### src/rtl/shsp_pkg.sv
`timescale 1ns / 1ps
// Package: command, motion and register codes and the half-step coil table for the positioner.
package shsp_pkg;

    localparam int POS_WIDTH_DEF  = 16;
    localparam int PHASE_STEPS    = 8;
    localparam int PHASE_W        = $clog2(PHASE_STEPS);
    localparam int CFG_W          = 16;
    localparam int TARGET_W       = 17;

    localparam logic [3:0] COILS_OFF = 4'hF;

    localparam logic [CFG_W-1:0] REL_STEPS_RST = 16'd1024;
    localparam logic [CFG_W-1:0] MAX_POS_RST   = 16'd4096;

    typedef enum logic [2:0] {
        OP_TICK      = 3'd0,
        OP_OPEN      = 3'd1,
        OP_CLOSE     = 3'd2,
        OP_HALF      = 3'd3,
        OP_MOVE_TO   = 3'd4,
        OP_STOP      = 3'd5,
        OP_RESET_POS = 3'd6
    } opcode_t;

    typedef enum logic [2:0] {
        MS_IDLE    = 3'd0,
        MS_CLOSED  = 3'd1,
        MS_OPEN    = 3'd2,
        MS_OPENING = 3'd3,
        MS_CLOSING = 3'd4,
        MS_MOVING  = 3'd5,
        MS_AT_POS  = 3'd6
    } motion_t;

    typedef enum logic [1:0] {
        REG_MODE      = 2'd0,
        REG_REL_STEPS = 2'd1,
        REG_MAX_POS   = 2'd2
    } cfg_reg_t;

    // Active-low coil pattern for a phase: A, AB, B, BC, C, CD, D, DA
    function automatic logic [3:0] coil_for(input logic [PHASE_W-1:0] ph);
        logic [3:0] seq;
        case (ph)
            3'd0:    seq = 4'h1;
            3'd1:    seq = 4'h3;
            3'd2:    seq = 4'h2;
            3'd3:    seq = 4'h6;
            3'd4:    seq = 4'h4;
            3'd5:    seq = 4'hC;
            3'd6:    seq = 4'h8;
            default: seq = 4'h9;
        endcase
        return ~seq;
    endfunction

endpackage

### src/rtl/stepper_half_step_positioner_top.sv
`timescale 1ns / 1ps
// Top level: half-step stepper positioner with command stream in and status stream out.
//
// s_axis carries one command per transaction (opcode, target_value); m_axis returns
// one status transaction per command, taken after the command has acted
// (coil_drive, motion_state, position_now, in_motion, steps_remaining).
// The cfg port writes the mode, the step count per move and the position clamp;
// zero writes to the step count and the clamp are ignored, a mode write
// stops the motor. Write configuration only while no transaction is in flight.
// Status path: the input register loads on acceptance; when the command acts,
// the status register loads with the state that the command leaves.
// Throughput: one command per cycle while the receiver takes status; the single pass
// of compare, increment and coil table lookup between the two registers sets this.
// Reset: coils released, phase 0, position 0, closed, relative mode, step count
// 1024, position clamp 4096; both channels empty.
// Stall: while the status register is held by the receiver, one further command
// waits in the input register and s_tready drops; nothing is lost.
module stepper_half_step_positioner_top
    import shsp_pkg::*;
#(
    parameter int POS_WIDTH = POS_WIDTH_DEF
)
(
    input  logic                 clk,
    input  logic                 rst_n,
    input  logic                 s_tvalid,
    output logic                 s_tready,
    // [2:0] opcode, [19:3] target_value, [23:20] zero
    input  logic [23:0]          s_tdata,
    output logic                 m_tvalid,
    input  logic                 m_tready,
    // coil_drive, motion_state, position_now, in_motion, steps_remaining, zero fill
    output logic [((4 + 3 + POS_WIDTH + 1 + CFG_W + 7) / 8) * 8 - 1:0] m_tdata,
    input  logic                 cfg_we,
    input  logic [1:0]           cfg_addr,
    input  logic [CFG_W-1:0]     cfg_wdata
);

    localparam int OUT_BITS  = 4 + 3 + POS_WIDTH + 1 + CFG_W;
    localparam int OUT_BYTES = (OUT_BITS + 7) / 8;

    // input register
    logic                      in_valid_reg;
    logic [2:0]                op_reg;
    logic [TARGET_W-1:0]       tgt_reg;
    logic                      advance;

    // configuration
    logic                      mode_reg, mode_next;
    logic [CFG_W-1:0]          rel_steps_reg, rel_steps_next;
    logic [CFG_W-1:0]          max_pos_reg, max_pos_next;

    // motor state
    logic [PHASE_W-1:0]        phase_reg, phase_next;
    logic [2:0]                motion_reg, motion_next;
    logic [CFG_W-1:0]          budget_reg, budget_next;
    logic [POS_WIDTH-1:0]      cur_pos_reg, cur_pos_next;
    logic [POS_WIDTH-1:0]      goal_pos_reg, goal_pos_next;
    logic                      moving_reg, moving_next;
    logic [3:0]                coil_reg, coil_next;

    // status register
    logic                      out_valid_reg;
    logic [OUT_BYTES*8-1:0]    out_data_reg;

    logic [CFG_W-1:0]          goal_clamp;
    logic [POS_WIDTH-1:0]      goal_w;

    assign advance  = in_valid_reg && (!out_valid_reg || m_tready);
    assign s_tready = !in_valid_reg || advance;
    assign m_tvalid = out_valid_reg;
    assign m_tdata  = out_data_reg;

    always_comb
    begin
        if (tgt_reg[TARGET_W-1])
            goal_clamp = '0;
        else if (tgt_reg[CFG_W-1:0] > max_pos_reg)
            goal_clamp = max_pos_reg;
        else
            goal_clamp = tgt_reg[CFG_W-1:0];
        goal_w = POS_WIDTH'(goal_clamp);
    end

    always_comb
    begin
        mode_next      = mode_reg;
        rel_steps_next = rel_steps_reg;
        max_pos_next   = max_pos_reg;
        phase_next     = phase_reg;
        motion_next    = motion_reg;
        budget_next    = budget_reg;
        cur_pos_next   = cur_pos_reg;
        goal_pos_next  = goal_pos_reg;
        moving_next    = moving_reg;
        coil_next      = coil_reg;

        if (cfg_we)
        begin
            case (cfg_addr)
                REG_MODE:
                begin
                    budget_next = '0;
                    moving_next = 1'b0;
                    coil_next   = COILS_OFF;
                    mode_next   = cfg_wdata[0];
                    motion_next = cfg_wdata[0] ? MS_AT_POS : MS_CLOSED;
                end
                REG_REL_STEPS:
                begin
                    if (cfg_wdata != '0)
                        rel_steps_next = cfg_wdata;
                end
                REG_MAX_POS:
                begin
                    if (cfg_wdata != '0)
                        max_pos_next = cfg_wdata;
                end
                default:
                begin
                end
            endcase
        end
        else if (advance)
        begin
            case (op_reg)
                OP_TICK:
                begin
                    if (!mode_reg)
                    begin
                        if (budget_reg != '0)
                        begin
                            if (motion_reg == MS_OPENING)
                            begin
                                phase_next = phase_reg + 1'b1;
                                coil_next  = coil_for(phase_reg + 1'b1);
                            end
                            else if (motion_reg == MS_CLOSING)
                            begin
                                phase_next = phase_reg - 1'b1;
                                coil_next  = coil_for(phase_reg - 1'b1);
                            end
                            budget_next = budget_reg - 1'b1;
                            if (budget_reg == CFG_W'(1))
                            begin
                                if (motion_reg == MS_OPENING)
                                    motion_next = MS_OPEN;
                                else if (motion_reg == MS_CLOSING)
                                    motion_next = MS_CLOSED;
                                coil_next = COILS_OFF;
                            end
                        end
                    end
                    else if (moving_reg)
                    begin
                        if (cur_pos_reg == goal_pos_reg)
                        begin
                            moving_next = 1'b0;
                            motion_next = MS_AT_POS;
                            coil_next   = COILS_OFF;
                        end
                        else if (cur_pos_reg < goal_pos_reg)
                        begin
                            phase_next   = phase_reg + 1'b1;
                            coil_next    = coil_for(phase_reg + 1'b1);
                            cur_pos_next = cur_pos_reg + 1'b1;
                        end
                        else
                        begin
                            phase_next   = phase_reg - 1'b1;
                            coil_next    = coil_for(phase_reg - 1'b1);
                            cur_pos_next = cur_pos_reg - 1'b1;
                        end
                    end
                end
                OP_OPEN:
                begin
                    motion_next = MS_OPENING;
                    budget_next = rel_steps_reg;
                end
                OP_CLOSE:
                begin
                    motion_next = MS_CLOSING;
                    budget_next = rel_steps_reg;
                end
                OP_HALF:
                begin
                    motion_next = MS_OPENING;
                    budget_next = rel_steps_reg >> 1;
                end
                OP_MOVE_TO:
                begin
                    if (mode_reg)
                    begin
                        goal_pos_next = goal_w;
                        if (cur_pos_reg == goal_w)
                        begin
                            moving_next = 1'b0;
                            motion_next = MS_AT_POS;
                        end
                        else
                        begin
                            moving_next = 1'b1;
                            motion_next = MS_MOVING;
                        end
                    end
                end
                OP_STOP:
                begin
                    budget_next = '0;
                    moving_next = 1'b0;
                    motion_next = MS_IDLE;
                    coil_next   = COILS_OFF;
                end
                OP_RESET_POS:
                begin
                    cur_pos_next  = '0;
                    goal_pos_next = '0;
                    motion_next   = MS_AT_POS;
                    moving_next   = 1'b0;
                end
                default:
                begin
                end
            endcase
        end
    end

    always_ff @(posedge clk or negedge rst_n)
    begin
        if (!rst_n)
        begin
            in_valid_reg  <= 1'b0;
            out_valid_reg <= 1'b0;
            mode_reg      <= 1'b0;
            rel_steps_reg <= REL_STEPS_RST;
            max_pos_reg   <= MAX_POS_RST;
            phase_reg     <= '0;
            motion_reg    <= MS_CLOSED;
            budget_reg    <= '0;
            cur_pos_reg   <= '0;
            goal_pos_reg  <= '0;
            moving_reg    <= 1'b0;
            coil_reg      <= COILS_OFF;
        end
        else
        begin
            if (s_tready)
                in_valid_reg <= s_tvalid;
            if (advance)
                out_valid_reg <= 1'b1;
            else if (m_tready)
                out_valid_reg <= 1'b0;
            mode_reg      <= mode_next;
            rel_steps_reg <= rel_steps_next;
            max_pos_reg   <= max_pos_next;
            phase_reg     <= phase_next;
            motion_reg    <= motion_next;
            budget_reg    <= budget_next;
            cur_pos_reg   <= cur_pos_next;
            goal_pos_reg  <= goal_pos_next;
            moving_reg    <= moving_next;
            coil_reg      <= coil_next;
        end
    end

    always_ff @(posedge clk)
    begin
        if (s_tready && s_tvalid)
        begin
            op_reg  <= s_tdata[2:0];
            tgt_reg <= s_tdata[TARGET_W+2:3];
        end
        if (advance)
            out_data_reg <= (OUT_BYTES*8)'({budget_next, moving_next, cur_pos_next,
                                            motion_next, coil_next});
    end

    // status register loads whenever a command acts
    assert property (@(posedge clk) disable iff (!rst_n) advance |=> out_valid_reg)
        else $error("status transaction not presented after command");

    // a held command is not overwritten
    assert property (@(posedge clk) disable iff (!rst_n)
        (in_valid_reg && !advance) |=> (in_valid_reg && $stable(op_reg)))
        else $error("pending command lost while status stalled");

    // a move in progress only exists in position mode
    assert property (@(posedge clk) disable iff (!rst_n) moving_reg |-> mode_reg)
        else $error("move active in relative mode");

    // coils are either released or show the pattern of the current phase
    assert property (@(posedge clk) disable iff (!rst_n)
        (coil_reg == COILS_OFF) || (coil_reg == coil_for(phase_reg)))
        else $error("coil pattern out of step with phase");

endmodule

### config.mk
export PLATFORM = sky130hd
export DESIGN_NAME = stepper_half_step_positioner_top
export DESIGN_NICKNAME = d
export VERILOG_FILES = /design/src/rtl/shsp_pkg.sv /design/src/rtl/stepper_half_step_positioner_top.sv
export SDC_FILE = /design/constraint.sdc
export NUM_CORES = 1
export LEC_CHECK = 0
export ABC_AREA = 1
export BUFFER_PORTS_ARGS = -buffer_cell sky130_fd_sc_hd__buf_4
export CORE_ASPECT_RATIO = 0.75
export CORE_MARGIN = 1.5
export CORE_UTILIZATION = 42
export DETAILED_ROUTE_END_ITERATION = 16
export SLEW_MARGIN = 20
export SYNTH_ARGS = -nofsm -noshare
export SYNTH_HDL_FRONTEND = slang
export SYNTH_SLANG_ARGS = --single-unit
### constraint.sdc
create_clock -name clk -period 7.7 [get_ports clk]
set_clock_uncertainty 0.05 [all_clocks]
set_input_delay 1.155 -clock clk [delete_from_list [all_inputs] [get_ports clk]]
set_output_delay 1.155 -clock clk [all_outputs]
set_load 0.02 [all_outputs]
==> results of run 1 <==
## Yosys cell counts (all sizes together) (5+ instances only)
master	count
clkbuf	15
ha	59
dfstp	7
inv	167
xnor2	5
nand4	21
o22ai	32
o21ai	111
a21oi	66
o211ai	20
nor2	77
nand3	58
nor4	9
o221ai	6
dfrtp	87
buf	8
nand2	207
xor2	11
nor3	14
edfxtp	60
## through the flow
stage | instance area (um^2) | hold WS, ps | setup slack (ps) | cells
after CTS | 10600 | 476 | 3030 | 1455
after detailed placement | 10000 | 462 | 3090 | 1423
after floorplan | 9140 | 434 | 3880 | 1070
after global routing | 10600 | 516 | 2480 | 1455
final | 10600 | 475 | 2980 | 1455
after global placement | 10000 | 454 | 3120 | 1423
## cell families after synthesis
logic type                 after synthesis  synth area share [%]
and+or+nand+nor                        389                  19.8
DFF                                    154                  45.6
AOI/OAI and AO/OA                      256                  16.1
muxes                                    2                 0.247
buffers and inverters                  193                  8.52
xor gates and xnor gates                16                  1.53
adders and majority gates               60                  8.30
## metal layers
| metal | vias to the layer above | global-route usage (%) | routed length (um) |
|---|---|---|---|
| li1 | 3819 | - | - |
| met1 | 3705 | 34.0 | 12400 |
| met2 | 267 | 29.3 | 9370 |
| met3 | 31 | 3.36 | 1470 |
| met4 | 0 | 6.75 | 378 |
| met5 | - | 0 | 0 |
## power groups by stage
stage	clock network, mW	registers, mW	logic [mW]
finish	0.829	1.22	1.76
global route	0.878	1.24	1.98
CTS	0.844	1.22	1.74
detailed placement	0	1.23	1.72
global placement	0	1.23	1.70
floorplan	0	1.24	1.26
## final cells by class
cell class	count	share of cell area, %
Multi-Input combinational cell	723	39.7
Inverter	169	5.99
Clock inverter	14	1.32
Sequential cell	154	39.3
Clock buffer	18	4.05
Tap cell	288	3.40
Timing Repair Buffer	89	6.30
## worst max-delay path: cells and delay by family, from the launching register on
family,cells,cell delay (ps)
AOI/OAI and AO/OA,7,1290
xor gates and xnor gates,1,170
adders and majority gates,2,1010
buffers and inverters,1,50
DFF,1,470
and+or+nand+nor,9,1380
## how the worst max path moves through the flow
stage                             startpoint               endpoint  slack [ps]
finish              cur_pos_reg[3]$_DFF_PN0_  m_tdata[18]$_DFFE_PP_        2980
global route        cur_pos_reg[3]$_DFF_PN0_  m_tdata[18]$_DFFE_PP_        2480
CTS                 cur_pos_reg[3]$_DFF_PN0_  m_tdata[18]$_DFFE_PP_        3030
detailed placement  cur_pos_reg[3]$_DFF_PN0_  m_tdata[18]$_DFFE_PP_        3090
global placement    cur_pos_reg[3]$_DFF_PN0_  m_tdata[18]$_DFFE_PP_        3120
floorplan           cur_pos_reg[3]$_DFF_PN0_  m_tdata[18]$_DFFE_PP_        3880
==> metrics.txt, run 1 <==
FF+latch count, synth approximately 150; number of levels the H-tree was split into 4; first-pass GRT wire length 37700 um; Max-Slew Margin vs Limit around a third; clock latency on the worst-skew pair around 440 ps; reported max-cap violation count 0; most frequent standard cell in the layout excluding fill and tap cells sky130_fd_sc_hd__nand2_1; Detailed Route WL approximately 24000 um; overall power of the completed layout between 3 and 4 mW; number of buffers inserted by hold repair at cts 0; CP max stage cell sky130_fd_sc_hd__ha_1; list of cells traversed by the critical path ha_1 -> nand2_1 -> inv_1 -> a221oi_1 -> nor2_1 -> o21ai_0 -> nand2_1 -> ha_1 -> nand2_1 -> nor3_1 -> nor2_1 -> o21ai_1 -> nand2_1 -> nand2_1 -> o21ai_0 -> o21ai_1 -> xor2_1 -> nand2_1 -> o211ai_1 -> o21ai_0; startpoint of the most critical hold path rel_steps_reg[10]$_DFFE_PN1P_; share of flip-flops with an asynchronous set or reset 61.0%; grt total ovfl 0; share of synthesized area occupied by flip-flops and latches 45.6%; part of the total power dissipated in combinational logic 46.2%; starting utilization of the core area between 40 and 50%; most numerous cell on the critical path sky130_fd_sc_hd__nand2_1; unrepaired setup endpoints after global routing no; flip-flop count of the largest register after layout 40; core area 21200 um^2; r2r worst-path depth 20; leading cell types in the layout, fill and taps excluded sky130_fd_sc_hd__nand2_1 (196), sky130_fd_sc_hd__inv_1 (166), sky130_fd_sc_hd__o21ai_0 (101); clock-pin slew of the registers on the worst-case setup and hold paths 70 ps; post-detailed-route via-to-cell ratio around 5.4; sequential standard cell area around 4200 um^2; Max Slew Vio Count 0; clock share of power around 22%; power density over the cells ~360 nW/um^2; number of library cell types mapped by synthesis 52; final setup violating endpoints 0; count of flip-flops with a built-in enable after synthesis 60; maximum number of pins on one net before global-route repair between 50 and 60; classification of the worst-slack hold path flop to flop; buffer type at the clock tree root sky130_fd_sc_hd__clkbuf_16; num rows 46; Mapped Avg Cell Area around 8.5 um^2; Boundary Pins approximately 90; Post-Synthesis Net Count 1177; length of the first detailed-routing pass in iterations 7; cell accounting for the most synthesized area sky130_fd_sc_hd__dfrtp_1; number of buffers created by CTS 17; buffer levels on the longest clock path 2; worst path required time 7800 ps; Pleak just under 5 nW; post_cts resized 0; DRC violation count after routing 0; number of nets in the layout about 1300; routed vias 7822; die extent in y 131 um; Fill cells between 2000 and 2500; cell-internal power ~2.2 mW; ys flop type sky130_fd_sc_hd__dfrtp_1; post-CTS setup buffer count 0; initial antenna violation count 0; Antenna Diode Count 0; post-synth top area share 23.8%; average wire per cell in the routed design between 15 and 20 um; clock tree from TritonCTS built; GRT Resource Usage Total a little over a fifth; main area contributors after synthesis sky130_fd_sc_hd__dfrtp_1 (24%), sky130_fd_sc_hd__edfxtp_1 (20%), sky130_fd_sc_hd__ha_1 (8.1%), sky130_fd_sc_hd__nand2_1 (8.1%), sky130_fd_sc_hd__inv_1 (6.9%); Die Footprint between 20000 and 25000 um^2; number of warnings reported in the yosys synthesis log 0; HPWL after detailed placement 17600 um; Min Clock Period, post-route between 4000 and 5000 ps; number of sinks handled by clock tree synthesis around 150; number of port buffers 84; area growth from synthesis to final layout 16.0%; Initial DRC Count between 600 and 700; via count of the first global-routing pass around 7000; largest stage delay on the critical path approximately 660 ps; hold-critical path depth 2; Antenna Violating Nets Remaining 0; worst r2r src cur_pos_reg[3]$_DFF_PN0_; crit path max fanout 26; count of final hold-check violations 0; Crit Path Category flop to flop; post-route fraction of the period consumed by the critical path between 60% and 70%; die outline width roughly 170 um; synthesized cell area about 9100 um^2; fmax between 0.2 and 0.25 GHz; part of the total power dissipated in sequential elements 32.0%; Final Wtd Congestion ~0.90; FF-to-FF End m_tdata[18]$_DFFE_PP_; destination of the worst hold path rel_steps_reg[10]$_DFFE_PN1P_; Worst Tran Pin Value between 900 and 1000 ps; multi-input combinational cell area 4200 um^2; Max rail drop VDD ~150 uV; switching share of total power a little over two fifths; crit path capture type flop; result of the run complete, no violations; total negative slack for setup checks 0 ps; switching power of the nets ~1.7 mW; Arr. time, crit path a little under 5000 ps; share of cells above drive strength 1 between 10% and 20%; startpoint kind of the worst setup timing path flop; end-of-flow core utilization between 40% and 50%; post-synthesis instance total 1070; setup slack on the worst flop-to-flop path approximately 3000 ps
Power figures use the tool's default switching activity.
==> run 2: changes to the inputs <==
==> constraint.sdc (replaced) <==
create_clock -name clk -period 4.65 [get_ports clk]
set_clock_uncertainty 0.05 [all_clocks]
set_input_delay 0.6975 -clock clk [delete_from_list [all_inputs] [get_ports clk]]
set_output_delay 0.6975 -clock clk [all_outputs]
set_load 0.02 [all_outputs]
==> metrics.txt, run 2 (synthesized netlist as in run 1, its figures left out) <==
result of the run complete, no violations; first-pass GRT wire length approximately 38000 um; Antenna Diode Count 0; via count of the first global-routing pass 6949; Pleak slightly below 5 nW; number of port buffers 84; die extent in y ~130 um; clock tree from TritonCTS built; startpoint kind of the worst setup timing path flop; buffer type at the clock tree root sky130_fd_sc_hd__clkbuf_16; initial antenna violation count 0; length of the first detailed-routing pass in iterations 6; cell area after layout roughly 11000 um^2; Detailed Route WL about 24000 um; placed inst area 10100 um^2; average wire per cell in the routed design between 15 and 20 um; Arr. time, crit path 4330 ps; number of nets in the layout approximately 1300; Die Footprint between 20000 and 25000 um^2; starting utilization of the core area a little over two fifths; Min Clock Period, post-route slightly above 4000 ps; total negative slack for setup checks 0 ps; crit path capture type flop; grt total ovfl 0; GRT Resource Usage Total between 20% and 30%; crit path max fanout 20; flip-flop count of the largest register after layout 40; clock-pin slew of the registers on the worst-case setup and hold paths roughly 70 ps; final hold slack 202 ps; core area 21200 um^2; final setup violating endpoints 0; fmax 0.241 GHz; clock latency on the worst-skew pair around 440 ps; number of buffers inserted by hold repair at cts 0; Cells after DPL approximately 1400; Max-Slew Margin vs Limit a little under two fifths; Max rail drop VDD 262 uV; power density over the cells slightly above 600 nW/um^2; DRC violation count after routing 0; r2r worst-path depth 19; count of final hold-check violations 0; Antenna Violating Nets Remaining 0; number of levels the H-tree was split into 4; Boundary Pins 89; Crit Path Category flop to flop; setup slack on the worst flop-to-flop path between 500 and 600 ps; maximum number of pins on one net before global-route repair 74; HPWL after detailed placement 17900 um; buffer levels on the longest clock path 2; reported max-cap violation count 0; FF-to-FF End m_tdata[21]$_DFFE_PP_; post-detailed-route via-to-cell ratio around 5.3; number of standard cells in the layout, taps in and fillers out 1463; Fill cells between 1500 and 2000; most frequent standard cell in the layout excluding fill and tap cells sky130_fd_sc_hd__nand2_1; routed vias ~7800; Initial DRC Count between 600 and 700; post-CTS setup buffer count 0; classification of the worst-slack hold path input pin to asynchronous set/reset pin; unrepaired setup endpoints after global routing no; leading cell types in the layout, fill and taps excluded sky130_fd_sc_hd__nand2_1 (196), sky130_fd_sc_hd__inv_1 (166), sky130_fd_sc_hd__o21ai_0 (101); number of sinks handled by clock tree synthesis between 150 and 200; post-route fraction of the period consumed by the critical path about nine tenths; share of cells above drive strength 1 15.2%; worst r2r src cur_pos_reg[1]$_DFF_PN0_; Worst Tran Pin Value 928 ps; area growth from synthesis to final layout 17.5%; number of buffers created by CTS 17; num rows 46; post_cts resized 0; Max Slew Vio Count 0; worst path required time slightly below 5000 ps; die outline width between 150 and 200 um; Final Wtd Congestion between 0.9 and 1
## run 2: cell types whose count changed in the layout (fill, tap and decap cells not counted)
cell,before,now
sky130_fd_sc_hd__buf_4,89,96
sky130_fd_sc_hd__buf_6,0,1
sky130_fd_sc_hd__bufinv_16,1,4
sky130_fd_sc_hd__clkinv_2,2,0
sky130_fd_sc_hd__clkinv_4,2,1
sky130_fd_sc_hd__clkinv_8,0,1
sky130_fd_sc_hd__clkinvlp_4,3,4
sky130_fd_sc_hd__inv_8,3,1
sky130_fd_sc_hd__o21ai_1,8,9
sky130_fd_sc_hd__o21ai_2,2,1
## run 2: worst max-delay path, stage by stage (launching register included)
cell	delay [ps]
sky130_fd_sc_hd__dfrtp_1	470
sky130_fd_sc_hd__ha_1	350
sky130_fd_sc_hd__inv_1	60
sky130_fd_sc_hd__o21bai_1	60
sky130_fd_sc_hd__a221oi_1	300
sky130_fd_sc_hd__nor2_1	60
sky130_fd_sc_hd__o21ai_0	140
sky130_fd_sc_hd__nand2_1	210
sky130_fd_sc_hd__buf_4	290
sky130_fd_sc_hd__ha_1	400
sky130_fd_sc_hd__inv_1	110
sky130_fd_sc_hd__nor4_1	350
sky130_fd_sc_hd__nand3_1	130
sky130_fd_sc_hd__nand4_1	140
sky130_fd_sc_hd__a21oi_1	90
sky130_fd_sc_hd__o21bai_1	200
sky130_fd_sc_hd__a21oi_1	80
sky130_fd_sc_hd__o21ai_0	100
sky130_fd_sc_hd__o211ai_1	100
sky130_fd_sc_hd__o21ai_0	250
## run 2: worst max-delay path by stage
stage,startpoint,end,cells past startpoint
2_1_floorplan,cur_pos_reg[3]$_DFF_PN0_,m_tdata[18]$_DFFE_PP_,20
3_3_place_gp,cur_pos_reg[1]$_DFF_PN0_,m_tdata[21]$_DFFE_PP_,19
3_5_place_dp,cur_pos_reg[1]$_DFF_PN0_,m_tdata[21]$_DFFE_PP_,19
4_1_cts,cur_pos_reg[1]$_DFF_PN0_,m_tdata[21]$_DFFE_PP_,19
5_1_grt,cur_pos_reg[1]$_DFF_PN0_,m_tdata[20]$_DFFE_PP_,23
6_report,cur_pos_reg[1]$_DFF_PN0_,m_tdata[21]$_DFFE_PP_,19
## run 2: final cells by class
cell class                 count  area [um^2]  share of cell area (%)
inverter                     169          634                    5.91
tap                          288          360                    3.36
sequential                   154         4160                    38.8
clock inverter                14          213                    1.98
timing repair buffer          97          732                    6.82
clock buffer                  18          429                    4.00
multi-input combinational    723         4200                    39.1
## run 2: metrics by stage
step                util (%)  total power [mW]  setup slack [ps]
global placement        47.5              4.90               762
detailed placement      47.5              4.95               640
finish                  50.5              6.52               504
CTS                     50.5              6.50               611
floorplan                  -              4.14               834
global route            50.5              7.03               136
## run 2: metal layers
layer  track usage [%]  part of all wire, %  vias to the layer above  wire (um)
met2              29.6                   40                      286       9530
met1              34.6                   52                     3622      12500
met4              6.09                 0.93                        0        223
met3              3.99                  7.8                       19       1890
li1                  -                    -                     3830          -
met5                 0                    0                        -          0
## run 2: report_power, final
group,internal [mW],switching [mW]
Clock,0.912,0.610
Sequential,1.77,0.231
Combinational,1.08,1.92
